[src/design/pmpr_pkg.sv]
// shared constants, codes and types of the position move power ramp unit
package pmpr_pkg;

  localparam int POS_W      = 32;
  localparam int PWR_W      = 8;
  localparam int DIST_W     = 16;
  localparam int DRV_W      = 9;
  localparam int ACT_W      = 3;
  localparam int CFG_IDX_W  = 3;
  localparam int CFG_DATA_W = 16;

  localparam int DIGIT_W = 4;
  localparam int OP_W    = 36;
  localparam int NIBBLES = OP_W / DIGIT_W;
  localparam int CNT_W   = $clog2(NIBBLES);
  localparam int PROD_W  = DIST_W + PWR_W;

  localparam logic [ACT_W-1:0] ACT_SET    = 3'd0;
  localparam logic [ACT_W-1:0] ACT_TICK   = 3'd1;
  localparam logic [ACT_W-1:0] ACT_INC    = 3'd2;
  localparam logic [ACT_W-1:0] ACT_DEC    = 3'd3;
  localparam logic [ACT_W-1:0] ACT_RESUME = 3'd4;

  localparam logic [CFG_IDX_W-1:0] CFG_FULL_POWER     = 3'd0;
  localparam logic [CFG_IDX_W-1:0] CFG_LONG_SLOWDOWN  = 3'd1;
  localparam logic [CFG_IDX_W-1:0] CFG_SHORT_SLOWDOWN = 3'd2;
  localparam logic [CFG_IDX_W-1:0] CFG_TOLERANCE      = 3'd3;
  localparam logic [CFG_IDX_W-1:0] CFG_MIN_SLOW_POWER = 3'd4;

  localparam logic [PWR_W-1:0]  FULL_POWER_RST     = 8'd255;
  localparam logic [DIST_W-1:0] LONG_SLOWDOWN_RST  = 16'd400;
  localparam logic [DIST_W-1:0] SHORT_SLOWDOWN_RST = 16'd100;
  localparam logic [DIST_W-1:0] TOLERANCE_RST      = 16'd5;
  localparam logic [PWR_W-1:0]  MIN_SLOW_POWER_RST = 8'd60;
  localparam logic [PWR_W-1:0]  PWR_MAX            = 8'd255;

  typedef enum logic [2:0] {
    ST_IDLE,
    ST_ADD,
    ST_EVAL,
    ST_MAP,
    ST_PUSH
  } state_t;

  typedef struct packed {
    logic load;
    logic shift;
    logic sub;
  } as_ctl_t;

endpackage

[src/design/position_move_power_ramp_unit.sv]
// top level of the point to point move controller with linear slowdown
//
//   port group   direction   handshake           payload
//   in_*         in          in_valid/in_ready   action, position, amount, motor_level
//   out_*        out         out_valid/out_ready drive, drive_valid, done_res
//   cfg_*        in          cfg_we              cfg_index, cfg_data
//
// each request runs from accept through the nine nibble passes of the serial
// subtractor, one evaluate and one push state into the result register;
// the next request is taken in the idle state that follows the push. a tick inside
// the slowdown distance adds the 8 step multiply, 8 step divide and the ramp capture.
// synchronous active low reset restores register defaults and move state.
// a new request is taken while a result still waits in the output register;
// a stalled output holds the next result until the register frees.
module position_move_power_ramp_unit (
  input  logic                                  clk,
  input  logic                                  rst_n,
  input  logic                                  in_valid,
  output logic                                  in_ready,
  input  logic [pmpr_pkg::ACT_W-1:0]            in_action,
  input  logic signed [pmpr_pkg::POS_W-1:0]     in_position,
  input  logic signed [pmpr_pkg::POS_W-1:0]     in_amount,
  input  logic [pmpr_pkg::PWR_W-1:0]            in_motor_level,
  output logic                                  out_valid,
  input  logic                                  out_ready,
  output logic signed [pmpr_pkg::DRV_W-1:0]     out_drive,
  output logic                                  out_drive_valid,
  output logic                                  out_done_res,
  input  logic                                  cfg_we,
  input  logic [pmpr_pkg::CFG_IDX_W-1:0]        cfg_index,
  input  logic [pmpr_pkg::CFG_DATA_W-1:0]       cfg_data
);

  localparam int OW  = pmpr_pkg::OP_W;
  localparam int PW  = pmpr_pkg::PWR_W;
  localparam int DW  = pmpr_pkg::DIST_W;
  localparam int XW  = pmpr_pkg::POS_W;
  localparam int VW  = pmpr_pkg::DRV_W;
  localparam int CW  = pmpr_pkg::CNT_W;
  localparam logic [CW-1:0] LAST_NIB = CW'(pmpr_pkg::NIBBLES - 1);

  pmpr_pkg::state_t  state_r;
  pmpr_pkg::state_t  state_nxt;
  pmpr_pkg::as_ctl_t as_ctl;

  logic [CW-1:0]        cnt_r;
  logic [pmpr_pkg::ACT_W-1:0] act_r;
  logic signed [XW-1:0] goal_r;
  logic [DW-1:0]        slow_r;
  logic [PW-1:0]        ceil_r;
  logic [PW-1:0]        full_power_r;
  logic [DW-1:0]        long_slow_r;
  logic [DW-1:0]        short_slow_r;
  logic [DW-1:0]        tol_r;
  logic [PW-1:0]        min_pwr_r;
  logic                 neg_r;
  logic                 span_neg_r;
  logic [VW-1:0]        res_drive_r;
  logic                 res_dv_r;
  logic                 res_done_r;
  logic                 out_valid_r;
  logic [VW-1:0]        out_drive_r;
  logic                 out_dv_r;
  logic                 out_done_r;

  logic [OW-1:0] op_a;
  logic [OW-1:0] op_b;
  logic          op_sub;
  logic [OW-1:0] fwd;
  logic [OW-1:0] rev;
  logic          accept;
  logic          push;
  logic          map_go;
  logic          md_start;
  logic          md_busy;
  logic [PW-1:0] md_quot;

  logic          neg;
  logic [OW-1:0] dist_abs;
  logic          dist_small;
  logic          le_tol;
  logic          le_long;
  logic          le_slow;
  logic [PW:0]   span;
  logic          span_neg;
  logic [PW-1:0] span_mag;
  logic          v_neg;
  logic          v_hi;
  logic [PW-1:0] inc_ceil;
  logic [PW-1:0] dec_ceil;
  logic [VW-1:0] ceil_drive;
  logic [PW+1:0] ramp_sum;
  logic [PW-1:0] ramp_mag;
  logic [VW-1:0] ramp_drive;

  // operand selection at accept
  always_comb begin
    op_a   = '0;
    op_b   = '0;
    op_sub = 1'b1;
    case (in_action) inside
      pmpr_pkg::ACT_TICK: begin
        op_a = {{(OW-XW){in_position[XW-1]}}, in_position};
        op_b = {{(OW-XW){goal_r[XW-1]}}, goal_r};
      end
      pmpr_pkg::ACT_SET: begin
        op_a = {{(OW-XW){in_amount[XW-1]}}, in_amount};
        op_b = {{(OW-XW){in_position[XW-1]}}, in_position};
      end
      pmpr_pkg::ACT_INC, pmpr_pkg::ACT_DEC: begin
        op_a   = {{(OW-PW){1'b0}}, in_motor_level};
        op_b   = {{(OW-XW){in_amount[XW-1]}}, in_amount};
        op_sub = (in_action == pmpr_pkg::ACT_DEC);
      end
      default: begin
        op_a = '0;
      end
    endcase
  end

  pmpr_addsub u_addsub (
    .clk  (clk),
    .ctl  (as_ctl),
    .a_in (op_a),
    .b_in (op_b),
    .fwd  (fwd),
    .rev  (rev)
  );

  // distance, compares and ceiling updates
  always_comb begin
    neg        = fwd[OW-1];
    dist_abs   = neg ? rev : fwd;
    dist_small = ~|dist_abs[OW-1:DW];
    le_tol     = dist_small && (dist_abs[DW-1:0] <= tol_r);
    le_long    = dist_small && (dist_abs[DW-1:0] <= long_slow_r);
    le_slow    = dist_small && (dist_abs[DW-1:0] <= slow_r);
    span       = {1'b0, ceil_r} - {1'b0, min_pwr_r};
    span_neg   = span[PW];
    span_mag   = span_neg ? (~span[PW-1:0] + 1'b1) : span[PW-1:0];
    v_neg      = fwd[OW-1];
    v_hi       = |fwd[OW-1:PW];
    inc_ceil   = v_neg ? '0 : (v_hi ? pmpr_pkg::PWR_MAX : fwd[PW-1:0]);
    if (v_neg || (!v_hi && (fwd[PW-1:0] < min_pwr_r))) begin
      dec_ceil = min_pwr_r;
    end else begin
      dec_ceil = v_hi ? pmpr_pkg::PWR_MAX : fwd[PW-1:0];
    end
    ceil_drive = neg ? {1'b0, ceil_r} : (~{1'b0, ceil_r} + 1'b1);
    map_go     = (act_r == pmpr_pkg::ACT_TICK) && !le_tol && le_slow
              && (slow_r != '0);
  end

  // ramp magnitude from the quotient
  always_comb begin
    ramp_sum   = {2'b00, min_pwr_r}
               + (span_neg_r ? (~{2'b00, md_quot} + 1'b1) : {2'b00, md_quot});
    ramp_mag   = ramp_sum[PW-1:0];
    ramp_drive = neg_r ? {1'b0, ramp_mag} : (~{1'b0, ramp_mag} + 1'b1);
  end

  pmpr_muldiv u_muldiv (
    .clk      (clk),
    .rst_n    (rst_n),
    .start    (md_start),
    .dist_abs (dist_abs[DW-1:0]),
    .divisor  (slow_r),
    .span_mag (span_mag),
    .busy     (md_busy),
    .quot     (md_quot)
  );

  // next state
  always_comb begin
    state_nxt = state_r;
    unique case (state_r)
      pmpr_pkg::ST_IDLE: begin
        if (in_valid) begin
          state_nxt = pmpr_pkg::ST_ADD;
        end
      end
      pmpr_pkg::ST_ADD: begin
        if (cnt_r == LAST_NIB) begin
          state_nxt = pmpr_pkg::ST_EVAL;
        end
      end
      pmpr_pkg::ST_EVAL: begin
        state_nxt = map_go ? pmpr_pkg::ST_MAP : pmpr_pkg::ST_PUSH;
      end
      pmpr_pkg::ST_MAP: begin
        if (!md_busy) begin
          state_nxt = pmpr_pkg::ST_PUSH;
        end
      end
      pmpr_pkg::ST_PUSH: begin
        if (!out_valid_r || out_ready) begin
          state_nxt = pmpr_pkg::ST_IDLE;
        end
      end
      default: begin
        state_nxt = pmpr_pkg::ST_IDLE;
      end
    endcase
  end

  // control outputs
  always_comb begin
    in_ready     = 1'b0;
    as_ctl.load  = 1'b0;
    as_ctl.shift = 1'b0;
    as_ctl.sub   = op_sub;
    md_start     = 1'b0;
    push         = 1'b0;
    unique case (state_r)
      pmpr_pkg::ST_IDLE: begin
        in_ready    = 1'b1;
        as_ctl.load = in_valid;
      end
      pmpr_pkg::ST_ADD: begin
        as_ctl.shift = 1'b1;
      end
      pmpr_pkg::ST_EVAL: begin
        md_start = map_go;
      end
      pmpr_pkg::ST_MAP: begin
        md_start = 1'b0;
      end
      pmpr_pkg::ST_PUSH: begin
        push = !out_valid_r || out_ready;
      end
      default: begin
        in_ready = 1'b0;
      end
    endcase
  end

  assign accept = in_valid && in_ready;

  always_ff @(posedge clk) begin
    if (!rst_n) begin
      state_r <= pmpr_pkg::ST_IDLE;
      cnt_r   <= '0;
    end else begin
      state_r <= state_nxt;
      if (accept) begin
        cnt_r <= '0;
      end else if (state_r == pmpr_pkg::ST_ADD) begin
        cnt_r <= cnt_r + 1'b1;
      end
    end
  end

  // configuration and move state
  always_ff @(posedge clk) begin
    if (!rst_n) begin
      full_power_r <= pmpr_pkg::FULL_POWER_RST;
      long_slow_r  <= pmpr_pkg::LONG_SLOWDOWN_RST;
      short_slow_r <= pmpr_pkg::SHORT_SLOWDOWN_RST;
      tol_r        <= pmpr_pkg::TOLERANCE_RST;
      min_pwr_r    <= pmpr_pkg::MIN_SLOW_POWER_RST;
      goal_r       <= '0;
      slow_r       <= pmpr_pkg::LONG_SLOWDOWN_RST;
      ceil_r       <= pmpr_pkg::FULL_POWER_RST;
    end else begin
      if (cfg_we) begin
        unique case (cfg_index)
          pmpr_pkg::CFG_FULL_POWER:     full_power_r <= cfg_data[PW-1:0];
          pmpr_pkg::CFG_LONG_SLOWDOWN:  long_slow_r  <= cfg_data[DW-1:0];
          pmpr_pkg::CFG_SHORT_SLOWDOWN: short_slow_r <= cfg_data[DW-1:0];
          pmpr_pkg::CFG_TOLERANCE:      tol_r        <= cfg_data[DW-1:0];
          pmpr_pkg::CFG_MIN_SLOW_POWER: min_pwr_r    <= cfg_data[PW-1:0];
          default: begin
          end
        endcase
      end
      if (accept && (in_action == pmpr_pkg::ACT_SET)) begin
        goal_r <= in_amount;
      end
      if (state_r == pmpr_pkg::ST_EVAL) begin
        case (act_r)
          pmpr_pkg::ACT_SET: begin
            slow_r <= le_long ? short_slow_r : long_slow_r;
            ceil_r <= full_power_r;
          end
          pmpr_pkg::ACT_INC:    ceil_r <= inc_ceil;
          pmpr_pkg::ACT_DEC:    ceil_r <= dec_ceil;
          pmpr_pkg::ACT_RESUME: ceil_r <= full_power_r;
          default: begin
          end
        endcase
      end
    end
  end

  // request result
  always_ff @(posedge clk) begin
    if (accept) begin
      act_r <= in_action;
    end
    if (state_r == pmpr_pkg::ST_EVAL) begin
      neg_r       <= neg;
      span_neg_r  <= span_neg;
      res_drive_r <= ((act_r == pmpr_pkg::ACT_TICK) && !le_tol && !map_go)
                   ? ceil_drive : '0;
      res_dv_r    <= (act_r == pmpr_pkg::ACT_TICK);
      res_done_r  <= ((act_r == pmpr_pkg::ACT_SET) || (act_r == pmpr_pkg::ACT_TICK))
                   && le_tol;
    end else if ((state_r == pmpr_pkg::ST_MAP) && !md_busy) begin
      res_drive_r <= ramp_drive;
    end
  end

  always_ff @(posedge clk) begin
    if (!rst_n) begin
      out_valid_r <= 1'b0;
    end else if (push) begin
      out_valid_r <= 1'b1;
    end else if (out_ready) begin
      out_valid_r <= 1'b0;
    end
  end

  always_ff @(posedge clk) begin
    if (push) begin
      out_drive_r <= res_drive_r;
      out_dv_r    <= res_dv_r;
      out_done_r  <= res_done_r;
    end
  end

  assign out_valid       = out_valid_r;
  assign out_drive       = out_drive_r;
  assign out_drive_valid = out_dv_r;
  assign out_done_res    = out_done_r;

`ifndef SYNTHESIS
  a_accept_starts_pass: assert property (@(posedge clk) disable iff (!rst_n)
    accept |=> (state_r == pmpr_pkg::ST_ADD))
    else $error("accepted request did not start the serial pass");

  a_divider_only_in_map: assert property (@(posedge clk) disable iff (!rst_n)
    md_busy |-> (state_r == pmpr_pkg::ST_MAP))
    else $error("multiply/divide unit busy outside the ramp state");

  a_drive_only_on_tick: assert property (@(posedge clk) disable iff (!rst_n)
    (out_valid && (out_drive != '0)) |-> (out_drive_valid && !out_done_res))
    else $error("nonzero drive on a result that is not an active tick");

  a_push_frees_core: assert property (@(posedge clk) disable iff (!rst_n)
    push |=> (out_valid && (state_r == pmpr_pkg::ST_IDLE)))
    else $error("result push did not return the core to idle");
`endif

endmodule

[src/design/pmpr_addsub.sv]
// nibble serial adder/subtractor giving a op b and b - a in one pass
module pmpr_addsub (
  input  logic                      clk,
  input  pmpr_pkg::as_ctl_t         ctl,
  input  logic [pmpr_pkg::OP_W-1:0] a_in,
  input  logic [pmpr_pkg::OP_W-1:0] b_in,
  output logic [pmpr_pkg::OP_W-1:0] fwd,
  output logic [pmpr_pkg::OP_W-1:0] rev
);

  localparam int DW = pmpr_pkg::DIGIT_W;
  localparam int OW = pmpr_pkg::OP_W;

  logic [OW-1:0] a_r;
  logic [OW-1:0] b_r;
  logic [OW-1:0] fwd_r;
  logic [OW-1:0] rev_r;
  logic          c_fwd_r;
  logic          c_rev_r;
  logic          sub_r;
  logic [DW-1:0] b_dig;
  logic [DW:0]   s_fwd;
  logic [DW:0]   s_rev;

  always_comb begin
    b_dig = sub_r ? ~b_r[DW-1:0] : b_r[DW-1:0];
    s_fwd = {1'b0, a_r[DW-1:0]} + {1'b0, b_dig} + {{DW{1'b0}}, c_fwd_r};
    s_rev = {1'b0, b_r[DW-1:0]} + {1'b0, ~a_r[DW-1:0]} + {{DW{1'b0}}, c_rev_r};
  end

  always_ff @(posedge clk) begin
    if (ctl.load) begin
      a_r     <= a_in;
      b_r     <= b_in;
      sub_r   <= ctl.sub;
      c_fwd_r <= ctl.sub;
      c_rev_r <= 1'b1;
    end else if (ctl.shift) begin
      a_r     <= {{DW{1'b0}}, a_r[OW-1:DW]};
      b_r     <= {{DW{1'b0}}, b_r[OW-1:DW]};
      fwd_r   <= {s_fwd[DW-1:0], fwd_r[OW-1:DW]};
      rev_r   <= {s_rev[DW-1:0], rev_r[OW-1:DW]};
      c_fwd_r <= s_fwd[DW];
      c_rev_r <= s_rev[DW];
    end
  end

  assign fwd = fwd_r;
  assign rev = rev_r;

endmodule

[src/design/pmpr_muldiv.sv]
// shift-add multiply then restoring divide for the slowdown ramp
module pmpr_muldiv (
  input  logic                        clk,
  input  logic                        rst_n,
  input  logic                        start,
  input  logic [pmpr_pkg::DIST_W-1:0] dist_abs,
  input  logic [pmpr_pkg::DIST_W-1:0] divisor,
  input  logic [pmpr_pkg::PWR_W-1:0]  span_mag,
  output logic                        busy,
  output logic [pmpr_pkg::PWR_W-1:0]  quot
);

  localparam int DW     = pmpr_pkg::DIST_W;
  localparam int PW     = pmpr_pkg::PWR_W;
  localparam int QW     = pmpr_pkg::PROD_W;
  localparam int STEP_W = $clog2(PW);
  localparam logic [STEP_W-1:0] LAST_STEP = STEP_W'(PW - 1);

  logic              busy_r;
  logic              div_phase_r;
  logic [STEP_W-1:0] step_r;
  logic [DW-1:0]     mcand_r;
  logic [DW-1:0]     dvsr_r;
  logic [DW-1:0]     rem_r;
  logic [PW-1:0]     mplr_r;
  logic [PW-1:0]     low_r;
  logic [PW-1:0]     quot_r;
  logic [QW-1:0]     prod_r;
  logic [QW-1:0]     prod_nxt;
  logic [DW:0]       trial;
  logic [DW:0]       diff;
  logic              fits;
  logic              last;

  always_comb begin
    prod_nxt = {prod_r[QW-2:0], 1'b0}
             + (mplr_r[PW-1] ? {{PW{1'b0}}, mcand_r} : {QW{1'b0}});
    trial    = {rem_r, low_r[PW-1]};
    diff     = trial - {1'b0, dvsr_r};
    fits     = !diff[DW];
    last     = (step_r == LAST_STEP);
  end

  always_ff @(posedge clk) begin
    if (!rst_n) begin
      busy_r      <= 1'b0;
      div_phase_r <= 1'b0;
      step_r      <= '0;
    end else if (start) begin
      busy_r      <= 1'b1;
      div_phase_r <= 1'b0;
      step_r      <= '0;
    end else if (busy_r) begin
      step_r <= step_r + 1'b1;
      if (last) begin
        if (div_phase_r) begin
          busy_r <= 1'b0;
        end
        div_phase_r <= !div_phase_r;
      end
    end
  end

  always_ff @(posedge clk) begin
    if (start) begin
      mcand_r <= dist_abs;
      dvsr_r  <= divisor;
      mplr_r  <= span_mag;
      prod_r  <= '0;
    end else if (busy_r && !div_phase_r) begin
      mplr_r <= {mplr_r[PW-2:0], 1'b0};
      prod_r <= prod_nxt;
      if (last) begin
        rem_r <= prod_nxt[QW-1:PW];
        low_r <= prod_nxt[PW-1:0];
      end
    end else if (busy_r) begin
      rem_r  <= fits ? diff[DW-1:0] : trial[DW-1:0];
      low_r  <= {low_r[PW-2:0], 1'b0};
      quot_r <= {quot_r[PW-2:0], fits};
    end
  end

  assign busy = busy_r;
  assign quot = quot_r;

endmodule

[config.mk]
export PLATFORM = sky130hd
export DESIGN_NAME = position_move_power_ramp_unit
export DESIGN_NICKNAME = d
export VERILOG_FILES = /design/src/design/pmpr_pkg.sv /design/src/design/position_move_power_ramp_unit.sv /design/src/design/pmpr_addsub.sv /design/src/design/pmpr_muldiv.sv
export SDC_FILE = /design/constraint.sdc
export NUM_CORES = 1
export LEC_CHECK = 0
export BUFFER_PORTS_ARGS = -buffer_cell sky130_fd_sc_hd__buf_4
export CAP_MARGIN = 20
export CELL_PAD_IN_SITES_DETAIL_PLACEMENT = 1
export CELL_PAD_IN_SITES_GLOBAL_PLACEMENT = 1
export CORE_MARGIN = 4
export CORE_UTILIZATION = 53
export DETAILED_ROUTE_END_ITERATION = 6
export HOLD_SLACK_MARGIN = 0.1
export PLACE_DENSITY_LB_ADDON = 0.1
export SETUP_SLACK_MARGIN = 0.5
export SYNTH_ARGS = -nofsm -noshare
export SYNTH_HDL_FRONTEND = slang
export SYNTH_HIERARCHICAL = 1
export SYNTH_SLANG_ARGS = --single-unit
[constraint.sdc]
create_clock -name clk -period 12.3 [get_ports clk]
set_input_delay 0.615 -clock clk [delete_from_list [all_inputs] [get_ports clk]]
set_output_delay 0.615 -clock clk [all_outputs]
set_load 0.02 [all_outputs]
# [After elaboration in Yosys (flattened, before gate mapping)]
# Cells that the tools add are included.
[word_totals] reg_bits=402 in_bits=99 out_inout_bits=13 wordCells=196
[classes] n_addsub=14 order_cmp=4 eq_ne=22 n_mux=56 bitwise=10 reduce_logical=53
[op_table] op="$mux W36" n=10
[op_table] op="$mux W16" n=6
[op_table] op="$mux W8" n=11
[op_table] op="$le A16 B16 Y1" n=3
[op_table] op="$mux W9" n=5
[op_table] op="$reduce_or A28 Y1" n=1
[op_table] op="$add A24 B16 Y24" n=1
[op_table] op="$eq A3 B2 Y1 const B" n=8
[op_table] op="$pmux W8 S3" n=1
[op_table] op="$reduce_or A20 Y1" n=1
[op_table] op="$add A9 B1 Y9 const B" n=2
[op_table] op="$not A8 Y9" n=2
[op_table] op="$reduce_and A2 Y1" n=9
[op_table] op="$sub A17 B16 Y17" n=1
[op_table] op="$add A8 B1 Y8 const B" n=2
[op_table] op="$mux W1" n=16
[op_table] op="$not A8 Y8" n=2
[op_table] op="$reduce_bool A16 Y1" n=1
[op_table] op="$mux W3" n=5
[op_table] op="$pmux W3 S5" n=1
[op_table] op="$logic_and A1 B1 Y1" n=13
[op_table] op="$eq A3 B1 Y1 const B" n=4
[op_table] op="$eq A3 B3 Y1 const B" n=4
[op_table] op="$logic_not A3 Y1" n=4
[op_table] op="other kinds (20)" n=46

# [Longest topological paths before layout]
[depth] word_depth=12 depth_mapped=14 ltp_nobuf=13

# [Modules after synthesis]
# Netlist, hierarchy kept.
[modules_own_cells] module="position_move_power_ramp_unit" n_inst=1 cells_each=1298 area_per_inst_um2=10108.4 seq_area_each_um2=3373.2
[modules_own_cells] module="pmpr_addsub" n_inst=1 cells_each=268 area_per_inst_um2=5604.1 seq_area_each_um2=4404.2
[modules_own_cells] module="pmpr_muldiv" n_inst=1 cells_each=529 area_per_inst_um2=5465.2 seq_area_each_um2=2722.6

# [Worst setup path before layout]
# OpenSTA, ideal clock, no wires.
[synth_path] kind="register to register" from="register u_addsub.fwd_r[35] (netlist: u_addsub/fwd[35])" to="register u_muldiv.low_r[0] (enable)" setup_time_ns=0.440 t_arrival_ns=5.207 required_ns=11.860 slack_ns=6.653 stages_incl_launch_ff=14 n_path_buf=4 synth_period_minus_slack_ns=5.647 path_cell_list="edfxtp_1 buf_2 buf_1 mux2_2 ha_1 and3_1 nand4_1 a21oi_1 a211oi_1 a31oi_1 and4_1 clkbuf_1 clkbuf_1 nor3b_1"
[synth_between] elab_cells_between_ends=14 cone_classes="order compare: 2; mux: 2; bitwise: 1; reduce/logical: 9"
[synth_rtl] item="start, declared" line_no="pmpr_addsub.sv:16" text="logic [OW-1:0] fwd_r;"
[synth_rtl] item="start signal, assigned" line_no="pmpr_addsub.sv:41" text="fwd_r <= {s_fwd[DW-1:0], fwd_r[OW-1:DW]};"
[synth_rtl] item="$mux W36 *" line_no="position_move_power_ramp_unit.sv:133" text="dist_abs = neg ? rev : fwd;"
[synth_rtl] item="via dist_abs[15]" line_no="position_move_power_ramp_unit.sv:79" text="logic [OW-1:0] dist_abs;"
[synth_rtl] item="$le A16 B16 Y1" line_no="position_move_power_ramp_unit.sv:135" text="le_tol = dist_small && (dist_abs[DW-1:0] <= tol_r);"
[synth_rtl] item="$logic_and A1 B1 Y1" line_no="position_move_power_ramp_unit.sv:135"
[synth_rtl] item="$logic_not A1 Y1" line_no="position_move_power_ramp_unit.sv:150" text="map_go = (act_r == pmpr_pkg::ACT_TICK) && !le_tol && le_slow"
[synth_rtl] item="$logic_and A1 B1 Y1" line_no="position_move_power_ramp_unit.sv:150"
[synth_rtl] item="$logic_and A1 B1 Y1 *" line_no="position_move_power_ramp_unit.sv:150"
[synth_rtl] item="$logic_and A1 B1 Y1 *" line_no="position_move_power_ramp_unit.sv:151" text="&& (slow_r != '0);"
[synth_rtl] item="$mux W1 *" line_no="position_move_power_ramp_unit.sv:214" text="unique case (state_r)"
[synth_rtl] item="via md_start" line_no="position_move_power_ramp_unit.sv:74" text="logic md_start;"
[synth_rtl] item="$not A1 Y1 (no source line) *"
[synth_rtl] item="$reduce_and A3 Y1 (no source line) *"
[synth_rtl] item="end signal, assigned" line_no="pmpr_muldiv.sv:75" text="low_r <= prod_nxt[PW-1:0];"
[synth_rtl] item="end signal, assigned" line_no="pmpr_muldiv.sv:79" text="low_r <= {low_r[PW-2:0], 1'b0};"
[synth_rtl] item="end, declared" line_no="pmpr_muldiv.sv:26" text="logic [PW-1:0] low_r;"
# Mark *: on every way through the listed nets, which the timed path passes. The rest lies on a longest branch.
# A chain may end at the register's enable or synchronous reset.

# [Worst setup path after layout]
[layout_path] from="register u_addsub.fwd_r[35] (netlist: u_addsub/fwd[35])" to="register u_muldiv.mplr_r[2] (enable)"
[layout_between] elab_cells_between_ends=13 cone_classes="order compare: 2; mux: 2; reduce/logical: 9"
[layout_rtl] item="$mux W36 *" line_no="position_move_power_ramp_unit.sv:133"
[layout_rtl] item="via dist_abs[14]" line_no="position_move_power_ramp_unit.sv:79"
[layout_rtl] item="$le A16 B16 Y1" line_no="position_move_power_ramp_unit.sv:135"
[layout_rtl] item="$logic_and A1 B1 Y1" line_no="position_move_power_ramp_unit.sv:135"
[layout_rtl] item="$logic_not A1 Y1" line_no="position_move_power_ramp_unit.sv:150"
[layout_rtl] item="$logic_and A1 B1 Y1" line_no="position_move_power_ramp_unit.sv:150"
[layout_rtl] item="$logic_and A1 B1 Y1 *" line_no="position_move_power_ramp_unit.sv:150"
[layout_rtl] item="$logic_and A1 B1 Y1 *" line_no="position_move_power_ramp_unit.sv:151"
[layout_rtl] item="$mux W1 *" line_no="position_move_power_ramp_unit.sv:214"
[layout_rtl] item="via md_start" line_no="position_move_power_ramp_unit.sv:74"
[layout_rtl] item="$reduce_bool A2 Y1 (no source line) *"
[layout_rtl] item="end signal, assigned" line_no="pmpr_muldiv.sv:68" text="mplr_r <= span_mag;"
[layout_rtl] item="end signal, assigned" line_no="pmpr_muldiv.sv:71" text="mplr_r <= {mplr_r[PW-2:0], 1'b0};"
[layout_rtl] item="end, declared" line_no="pmpr_muldiv.sv:25" text="logic [PW-1:0] mplr_r;"
# Marked as above.

==> reports/qor.csv <==
stage;metric;value;unit
outcome;status;finished clean;
sta;setup_slack;7.64;ns
placement;gp_congestion;0.931;
finish;finalNetCount;2393;
sta;tns;0;ns
synth;yosysTopAreaCellShare;0.347;
placement;hpwl;43400;um
pwr;cellPowerDensity;152;mW/mm^2
sta;holdWs;0.311;ns
setup_path;max_stage_delay;0.64;ns
synth;yosysUniqueCellTypes;80;
setup_path;crit_start;u_addsub/fwd[35];
floorplanning;initial_core_util;0.542;
route;routedWlPerCell;22.7;um
synth;synthTopCellsByCount;nand2_1, edfxtp_1, a21oi_1;
floorplanning;fp.dieH;208;um
pwr;ir_drop;0.123;mV
synth;syn_avg_cell_area;10.1;um^2
sta;tightest_slew;1.07;ns
synth;synth_fp_nets;2317;
floorplanning;core.rowCount;72;
route;drt_iter0_drc;1143;
finish;syn_to_final_growth;12.9;%
setup_path;cp-start-kind;flip-flop;
synth;synth_edf_count;245;
global_route;grt_usage;0.278;
synth;synthFlopType;edfxtp_1;
setup_path;timing.rr.start;u_addsub/fwd[35];
global_route;grt_max_degree;81;
finish;n_fill_cell;4275;
placement;detailedPlace.worstSlack;7.76;ns
setup_path;path_max_fanout;67;
clocking;clockBufferDepth;3;
synth;ys_warn_count;6;
setup_path;reg2reg_slack;7.64;ns
clocking;hold_buffers;0;
setup_path;cp.required;12.54;ns
pwr;power_leakage;9.43;nW
floorplanning;core;0.0391;mm^2
setup_path;rr_worst_depth;12;
clocking;cts_setup_buffers;0;
sta;timing.fmax;214;MHz
sta;relSlewSlack;0.288;
sta;setup_viol;0;
setup_path;crit_path_end_kind;flip-flop;
synth;synth-xor-area-share;0.0286;
finish;drive_gt1_frac;0.145;
synth;synthTopCellsByArea;edfxtp_1, dfxtp_1, ha_1, a21oi_1, nand2_1;
clocking;clkLatencyLatePin;0.57;ns
setup_path;crit_type;reg2reg;
synth;muxShareOfSynthArea;0.0875;
setup_path;crit_top_cell;buf_4;
sta;drv_slew;0;
synth;synth_simple_gate_area_frac;0.143;
sta;rsz0062_at_grt;false;
route;routed-via-count;16500;
synth;synth.most_common_cell;nand2_1;
setup_path;r2r-end;u_muldiv/mplr_r[2];
clocking;cts_tree;done;
clocking;clk_transition_reported_paths;0.06;ns
global_route;grt_overflow_total;0;
synth;synth_top_family_by_area;simple AND/OR/NAND/NOR gates;
route;routed_wl;62000;um
setup_path;cp_cell_sequence;buf_4, mux2_2, ha_1, nand4_1, nor4_1, nor3_1, o31ai_1, o21a_1, and4_2, buf_4, nor2_1, inv_1;
clocking;clock_sinks;402;
synth;async_reset_ff_frac;0;
clocking;cts.htree.levels;2;
clocking;ctsResizeCount;0;
floorplanning;ios;112;
global_route;grt_pass1_vias;17700;
synth;syn_area;0.0212;mm^2
clocking;cts-root-buf;clkbuf_16;
floorplanning;die_w;208;um
job;max-cap-violations;0;
route;drc;0;
synth;synth-compound-area-share;0.129;
clocking;cts_buffers;44;
route;ant_nets;0;
synth;yosys.area.top_type;edfxtp_1;
synth;syn_inst;2095;
sta;final_hold_viol_count;0;
synth;yosysSeqAreaShare;0.496;
setup_path;arrival;4.90;ns
sta;period_needed;4.66;ns
floorplanning;die_area;0.0432;mm^2
hold_path;hp-class;in2reg;
setup_path;cp_slowest_cell;buf_4;
synth;yosys_register_bits;402;
global_route;grt_first_pass_wirelength;96900;um
sta;post-route-period-util;0.379;
finish;diodes;0;
setup_path;crit_end;u_muldiv/mplr_r[2];
global_route;antenna_found_initial;1;
sta;fin_skew;0.0139;ns
route;firstDrtPassIters;5;
placement;port_buffers;111;
route;via_per_inst;6.04;
synth;synth_adder_area_share;0.0755;
worst min-delay path by stage:
stage / slack (ns) / cells after the start / endpoint / startpoint
after floorplan: 0.40 / 0 / out_done_res / res_done_r
after global placement: 0.40 / 0 / out_drive[2] / res_drive_r[2]
after detailed placement: 0.41 / 0 / out_drive_valid / res_dv_r
after CTS: 0.29 / 3 / goal_r[16] / in_amount[16]
after global routing: 0.30 / 3 / goal_r[2] / in_amount[2]
final: 0.31 / 3 / goal_r[27] / in_amount[27]
report_power, final:
part / switching, mW / internal (mW) / total (mW)
clock: 0.557 / 0.818 / 1.38
combinational: 0.347 / 0.253 / 0.600
sequential: 0.0789 / 1.57 / 1.65
total: 0.983 / 2.64 / 3.63
sequential cells by signal, indices dropped and copies added (netlist names), 23 cells and up:
signal,count
u_addsub/a_r,36
u_addsub/b_r,36
u_addsub/fwd,36
u_addsub/rev,36
goal_r,32
u_muldiv/prod_r,23
cells by family (layout without fill, tap and decap cells):
| kind of cell | count (synthesis) | count (layout) |
|---|---|---|
| simple gates | 670 | 670 |
| buf+inv | 218 | 330 |
| compound gates | 443 | 443 |
| xor+xnor | 67 | 67 |
| fa+ha+maj | 123 | 123 |
| flops | 402 | 402 |
| mux | 172 | 172 |
final cells by class:
| cell class | count | area (um^2) | area share |
|---|---|---|---|
| Inverter | 120 | 450 | 0.0188 |
| Clock buffer | 64 | 1300 | 0.0542 |
| Multi-Input combinational cell | 1475 | 9840 | 0.411 |
| Sequential cell | 402 | 10500 | 0.439 |
| Clock inverter | 18 | 203 | 0.00847 |
| Timing Repair Buffer | 128 | 981 | 0.0410 |
| Tap cell | 518 | 648 | 0.0271 |
per-stage QoR:
stage / area [um^2] / std cells / utilization / power, mW
global route: 23900 / 2725 / 0.612 / 3.78
CTS: 23900 / 2723 / 0.611 / 3.64
floorplan: 21200 / 2095 / - / 2.06
global placement: 22400 / 2641 / 0.572 / 2.22
detailed placement: 22400 / 2641 / 0.572 / 2.26
finish: 23900 / 2725 / 0.612 / 3.63
cells in the final DEF, fill, tap and decap left out, types with 6 or more instances in the layout:
cell and instances:
edfxtp_1 245, a31oi_1 15, buf_4 127, clkinv_2 9, xor2_1 23, nand4_1 20
nor4_1 18, nor3_1 21, dfxtp_1 157, mux2_4 6, o21ai_0 64, a21oi_1 215
mux2_2 81, nand2b_1 22, clkbuf_16 45, mux2i_1 85, o21a_1 13, and3_1 15
nor3b_1 6, nor2_1 190, a211oi_1 16, o32ai_1 7, nor2b_1 9, ha_1 115
fa_1 8, nand3_1 41, o211ai_1 18, clkbuf_1 9, inv_1 117, nand2_1 262
clkbuf_8 10, and2_1 25, or3_1 10, xnor2_1 43, nand3b_1 6, a21o_1 24
or2_2 8, o221ai_1 7
routing by layer:
layer / GRT usage / routed length [um] / vias up
met2: 0.492 / 31200 / 452
met1: 0.334 / 24900 / 8196
met5: 0 / 10 / -
met4: 0.122 / 2820 / 2
li1: - / - / 7639
met3: 0.0474 / 3030 / 172
worst max-delay path, delay by kind of cell (launching register included):
kind                     cells  cell delay [ns]
AO/OA/AOI/OAI                2             0.34
multiplexers                 1             0.45
AND/OR/NAND/NOR              5             1.44
adder cells (fa/ha/maj)      1             0.33
buffers and inverters        3             1.36
flip-flops                   1             0.35
Power figures use the tool's default switching activity.
